## config.mk

```make
export PLATFORM = sky130hd
export DESIGN_NAME = tdpt_dp
export DESIGN_NICKNAME = d
export VERILOG_FILES = /design/src/design/tdpt_pkg.sv /design/src/design/tdpt_dp.sv
export SDC_FILE = /design/constraint.sdc
export NUM_CORES = 1
export LEC_CHECK = 0
export ABC_CLOCK_PERIOD_IN_PS = 3550
export BUFFER_PORTS_ARGS = -buffer_cell sky130_fd_sc_hd__buf_2
export CORE_MARGIN = 2
export CORE_UTILIZATION = 55
export DETAILED_ROUTE_END_ITERATION = 6
export GPL_ROUTABILITY_DRIVEN = 1
export PLACE_DENSITY = 0.78
export SYNTH_ARGS = -nofsm -noshare
export SYNTH_HDL_FRONTEND = slang
export SYNTH_SLANG_ARGS = --single-unit
```

## constraint.sdc

```tcl
create_clock -name aclk -period 3.55 [get_ports aclk]
set_clock_uncertainty 0.2 [all_clocks]
set_input_delay 0 -clock aclk [delete_from_list [all_inputs] [get_ports aclk]]
set_output_delay 0 -clock aclk [all_outputs]
set_load 0.03 [all_outputs]
```

## src/design/tdpt_pkg.sv

```systemverilog
package tdpt_pkg;

    localparam int DATA_WIDTH = 32;
    localparam int CNT_W      = $clog2(DATA_WIDTH + 1);

    typedef logic [DATA_WIDTH-1:0] word_t;
    typedef logic [CNT_W-1:0]      cnt_t;

    // microprogram addresses
    typedef enum logic [2:0] {
        ST_WAIT  = 3'd0,
        ST_SMALL = 3'd1,
        ST_DINIT = 3'd2,
        ST_DSTEP = 3'd3,
        ST_BOUND = 3'd4,
        ST_REMT  = 3'd5,
        ST_PASS  = 3'd6,
        ST_FAIL  = 3'd7
    } step_t;

    // branch conditions
    typedef enum logic [2:0] {
        C_NEVER    = 3'd0,
        C_NO_REQ   = 3'd1,
        C_SMALL    = 3'd2,
        C_DIV_MORE = 3'd3,
        C_D_GT_Q   = 3'd4,
        C_REM_NZ   = 3'd5,
        C_OUT_BUSY = 3'd6
    } cond_t;

    typedef struct packed {
        cond_t cond;
        step_t jump_to;   // taken when cond holds
        step_t next_to;   // taken otherwise
        logic  s_ready;
        logic  div_init;
        logic  div_step;
        logic  d_inc;
        logic  push;
        logic  res_val;
    } ctrl_t;

    typedef struct packed {
        logic no_req;
        logic small_val;
        logic div_more;
        logic d_gt_q;
        logic rem_nz;
        logic out_busy;
    } flags_t;

    function automatic ctrl_t ucode(input step_t pc);
        ctrl_t w;
        begin
            w = '{cond: C_NEVER, jump_to: ST_WAIT, next_to: ST_WAIT, default: 1'b0};
            case (pc)
                ST_WAIT: begin
                    w.cond = C_NO_REQ; w.jump_to = ST_WAIT; w.next_to = ST_SMALL;
                    w.s_ready = 1'b1;
                end
                ST_SMALL: begin
                    w.cond = C_SMALL; w.jump_to = ST_FAIL; w.next_to = ST_DINIT;
                end
                ST_DINIT: begin
                    w.cond = C_NEVER; w.jump_to = ST_DSTEP; w.next_to = ST_DSTEP;
                    w.div_init = 1'b1;
                end
                ST_DSTEP: begin
                    w.cond = C_DIV_MORE; w.jump_to = ST_DSTEP; w.next_to = ST_BOUND;
                    w.div_step = 1'b1;
                end
                ST_BOUND: begin
                    w.cond = C_D_GT_Q; w.jump_to = ST_PASS; w.next_to = ST_REMT;
                end
                ST_REMT: begin
                    w.cond = C_REM_NZ; w.jump_to = ST_DINIT; w.next_to = ST_FAIL;
                    w.d_inc = 1'b1;
                end
                ST_PASS: begin
                    w.cond = C_OUT_BUSY; w.jump_to = ST_PASS; w.next_to = ST_WAIT;
                    w.push = 1'b1; w.res_val = 1'b1;
                end
                ST_FAIL: begin
                    w.cond = C_OUT_BUSY; w.jump_to = ST_FAIL; w.next_to = ST_WAIT;
                    w.push = 1'b1; w.res_val = 1'b0;
                end
                default: begin
                    w.cond = C_NEVER; w.jump_to = ST_WAIT; w.next_to = ST_WAIT;
                end
            endcase
            return w;
        end
    endfunction

endpackage

```

## src/design/tdpt_dp.sv

```systemverilog
module tdpt_dp import tdpt_pkg::*; (
    input  logic   aclk,
    input  logic   aresetn,
    input  ctrl_t  ctrl,
    input  logic   s_valid,
    input  word_t  s_value,
    input  logic   m_ready,
    output logic   m_valid,
    output logic   m_is_prime,
    output flags_t flags
);

    word_t n_reg, n_next;
    word_t d_reg, d_next;
    word_t rem_reg, rem_next;
    word_t quo_reg, quo_next;
    cnt_t  cnt_reg, cnt_next;
    logic  m_valid_reg, m_valid_next;
    logic  res_reg, res_next;

    logic                  load;
    logic [DATA_WIDTH:0]   trial;
    logic                  out_busy;

    assign load     = ctrl.s_ready && s_valid;
    assign out_busy = m_valid_reg && !m_ready;
    // one restoring-division bit per step
    assign trial    = {rem_reg, quo_reg[DATA_WIDTH-1]} - {1'b0, d_reg};

    always_comb begin
        n_next   = n_reg;
        d_next   = d_reg;
        rem_next = rem_reg;
        quo_next = quo_reg;
        cnt_next = cnt_reg;
        if (load) begin
            n_next = s_value;
            d_next = DATA_WIDTH'(2);
        end
        if (ctrl.div_init) begin
            rem_next = '0;
            quo_next = n_reg;
            cnt_next = CNT_W'(DATA_WIDTH);
        end
        if (ctrl.div_step) begin
            cnt_next = cnt_reg - CNT_W'(1);
            if (!trial[DATA_WIDTH]) begin
                rem_next = trial[DATA_WIDTH-1:0];
                quo_next = {quo_reg[DATA_WIDTH-2:0], 1'b1};
            end else begin
                rem_next = {rem_reg[DATA_WIDTH-2:0], quo_reg[DATA_WIDTH-1]};
                quo_next = {quo_reg[DATA_WIDTH-2:0], 1'b0};
            end
        end
        if (ctrl.d_inc) begin
            d_next = d_reg + DATA_WIDTH'(1);
        end
    end

    always_comb begin
        m_valid_next = m_valid_reg && !m_ready;
        res_next     = res_reg;
        if (ctrl.push && !out_busy) begin
            m_valid_next = 1'b1;
            res_next     = ctrl.res_val;
        end
    end

    always_ff @(posedge aclk) begin
        n_reg   <= n_next;
        d_reg   <= d_next;
        rem_reg <= rem_next;
        quo_reg <= quo_next;
        cnt_reg <= cnt_next;
        res_reg <= res_next;
    end

    always_ff @(posedge aclk) begin
        if (!aresetn) begin
            m_valid_reg <= 1'b0;
        end else begin
            m_valid_reg <= m_valid_next;
        end
    end

    always_comb begin
        flags.no_req    = !s_valid;
        // negative, zero or one
        flags.small_val = n_reg[DATA_WIDTH-1] || (n_reg[DATA_WIDTH-1:1] == '0);
        flags.div_more  = (cnt_reg != CNT_W'(1));
        // d > n/d means d*d > n: no divisor left to try
        flags.d_gt_q    = (d_reg > quo_reg);
        flags.rem_nz    = (rem_reg != '0);
        flags.out_busy  = out_busy;
    end

    assign m_valid    = m_valid_reg;
    assign m_is_prime = res_reg;

endmodule

```

==> summary.txt <==
Detailed routing
  • Vias/cell: approximately 5.8
  • Routed Antenna Nets: 0
  • Drt first pass iters: 5
  • Initial DRC Count: 500
  • DRC: 0
  • Total wire length: 20700 microns
  • Total vias in the final route: approximately 6.5k
  • Routed WL per cell: 18.3 microns

Pwr
  • Logic pwr share: 44.1%
  • Pleak: ~4.3 nW
  • Peak supply drop: 0.428 mV
  • Internal Power: roughly 0.0047 W
  • Sequential Power Share: 32.6%
  • PwrDens: ~730 nW/um^2
  • Psw: 0.00285 W
  • Sw Ratio: 37.9%
  • Clk pwr share: around a quarter

Worst setup path
  • Crit path kind: flop to output port
  • R2r endpoint: rem_reg[17]$_SDFFCE_PN0P_
  • CP startpoint: d_reg[1]$_SDFFCE_PN1P_
  • Critical path launch point type: flop
  • Crit-path slowest cell: o41a_1
  • R2R Path Start: quo_reg[31]$_DFFE_PP_
  • Worst r2r path cells: 13
  • WP data arrival: 3240 ps
  • CP required: ~3400 ps
  • Flop-to-flop setup slack: around 110 ps
  • CP Cell Sequence: buf_4, ha_1, nor2b_1, o21a_1, o21a_1, o21ai_1, a21oi_1, o41a_1, a2111oi_4, a21oi_1, buf_2
  • Slowest Stage Delay on Critical Path: 460 ps
  • CP Max Fanout: 4
  • Worst Setup EP: flags[2]
  • CP Capture Type: output port

Logic synthesis
  • Async S/R FF share, synth: 0%
  • Yosys reg bits: 136
  • Cells after Synth: 807
  • Share of the synthesized area in the top cell type: a little under half
  • Top_reg_cell synth: edfxtp_1
  • Synthesized area per cell: 11.0 sq um
  • Sequential fraction of the synthesis area: 46.0%
  • Synth area leaders: edfxtp_1 46%, ha_1 9.5%, xnor2_1 4.3%, mux2_2 3.9%, mux2i_1 3.3%
  • Count of warnings emitted by yosys: 0
  • Number of synthesized flops with an enable pin: approximately 140
  • Post-Syn Area: 8850 sq um
  • Syn nets: just over 900
  • Post-synth cell types: between 60 and 70
  • Yosys top cell by area: edfxtp_1

CTS
  • Clk Latency, worst-skew pair: approximately 420 ps
  • Clock transition at the registers of the reported paths: 60 ps
  • Buffer levels on the longest clock path: 2
  • CTS tree: yes
  • Root buf cell: clkbuf_16
  • TritonCTS Buffers: 17
  • Sink Count: 136
  • # H-tree levels: 4

Timing
  • Worst-Margin Slew: 976 ps
  • Setup TNS: 0 ps
  • Final worst slack: approximately 110 ps
  • F_max: between 200 and 300 MHz
  • Hold Vio Cnt, Final: 0
  • Final setup fails: 0
  • Max Slew Vio Count: 0
  • Tcrit/Tclk final: 96.8%
  • RSZ-0062 raised after global routing: true
  • Slew headroom: approximately a third
  • Tmin final: 3440 ps

Floorplan
  • Core Box Area: 15800 sq um
  • FP Rows: 46
  • Die Footprint: 17100 sq um
  • IO Pins: between 50 and 60
  • Die W: 131 microns
  • Die Y: 131 microns
  • Initial Utilization: between 50% and 60%

Global route
  • Total gr overflow: 0
  • First-pass GRT wire length: 33300 microns
  • Pin count of the biggest net entering global routing: 71
  • Initial antenna violation count: 0
  • GRT Resource Usage Total: 25.5%
  • Vias in the first global route: about 6.5k

Place
  • Setup WS pre-CTS: 202 ps
  • HPWL after detailed placement: 12900 microns
  • Final Wtd Congestion: 0.889
  • PortBufs: 49

Finish
  • Area growth, synth to finish: 16.4%
  • Layout cells sized above 1: 15.9%
  • Commonest non-fill, non-tap cells in the layout: 135 x edfxtp_1, 74 x inv_1, 67 x ha_1
  • Nets: 1020
  • Antenna Cells: 0
  • Commonest non-fill, non-tap cell in the layout: edfxtp_1

Run status
  • Outcome: complete, no violations

Min path
  • Hold WC Path Type: input port to flop

Flow run
  • Number of max-cap violations: 0
## worst min path at each step
| stage | startpoint | endpoint | slack [ps] | cells after the start |
|---|---|---|---|---|
| 2_1_floorplan | ctrl[0] | m_is_prime$_DFFE_PP_ | -100 | 0 |
| 3_3_place_gp | s_value[8] | n_reg[8]$_DFFE_PP_ | -20 | 1 |
| 3_5_place_dp | s_value[30] | n_reg[30]$_DFFE_PP_ | -20 | 1 |
| 4_1_cts | ctrl[5] | n_reg[24]$_DFFE_PP_ | 40 | 3 |
| 5_1_grt | s_value[1] | n_reg[1]$_DFFE_PP_ | 80 | 2 |
| 6_report | s_value[15] | n_reg[15]$_DFFE_PP_ | 90 | 2 |
## critical path: cells and delay by family, from the launching register on
| kind | cells | cell delay (ps) |
|---|---|---|
| compound gates | 7 | 1510 |
| fa+ha+maj | 1 | 330 |
| simple gates | 1 | 150 |
| flops | 1 | 440 |
| buf+inv | 2 | 400 |
## final cells by class
cell class	count	area [sq um]
Inverter	74	278
Multi-Input combinational cell	575	4380
Clock inverter	14	141
Sequential cell	136	4070
Timing Repair Buffer	97	726
Fill cell	1153	5530
Clock buffer	18	429
Tap cell	216	270
## cells in the mapped netlist, types with 5 or more instances
cell	count
or2_2	6
o21a_1	5
clkbuf_1	11
nor3_1	11
mux2_2	31
a21o_1	23
xor2_1	15
ha_1	67
o21ai_0	25
and2_1	34
nor2_1	31
a21oi_1	43
nor2b_1	41
xnor2_1	43
edfxtp_1	135
nand2b_1	10
nand3_1	18
nand4_1	17
inv_1	74
and3_1	7
mux2i_1	29
nand2_1	30
nor4_1	16
## per-layer routing
layer,vias up,GRT usage [%],share of wire [%]
li1,3124,-,-
met1,3117,33.2,44
met2,219,42.6,50
met3,40,4.89,4.8
met4,0,9.64,2.2
met5,-,0,0
## power by group through the flow
stage               registers [W]  logic, W  clock network, W
finish                    0.00245   0.00331           0.00175
detailed placement        0.00246   0.00319                 0
global placement          0.00246   0.00312                 0
global route              0.00248   0.00365           0.00183
floorplan                 0.00236   0.00267                 0
CTS                       0.00244   0.00325           0.00174
## timing repair
item / CTS / global route
hold buffers: 38 / 0
endpoints found under the hold margin: 63 / 0
buffers inserted: 0 / 1
pin swaps: 0 / 0
endpoints found under the setup margin: 1 / 4
resized for setup: 2 / 2
## metrics by stage
stage	hold WS [ps]	power (W)	util (%)	std cells	cell area, sq um
2_1_floorplan	-101	0.00503	-	807	8850
3_3_place_gp	-23.9	0.00557	58.9	1059	9320
3_5_place_dp	-21.9	0.00565	58.9	1059	9320
4_1_cts	43.0	0.00743	64.9	1129	10300
5_1_grt	81.3	0.00796	65.1	1130	10300
6_report	86.8	0.00751	65.1	1130	10300
## cells by family (layout without fill, tap and decap cells)
| family | count (synthesis) | in the layout | synth area share [%] |
|---|---|---|---|
| compound gates | 140 | 140 | 10.3 |
| xor+xnor | 58 | 58 | 5.74 |
| mux | 60 | 60 | 7.23 |
| flops | 136 | 136 | 46.0 |
| fa+ha+maj | 68 | 68 | 9.70 |
| buf+inv | 96 | 203 | 4.65 |
| simple gates | 249 | 249 | 16.3 |
No activity file was read; power rests on OpenSTA's default activity.
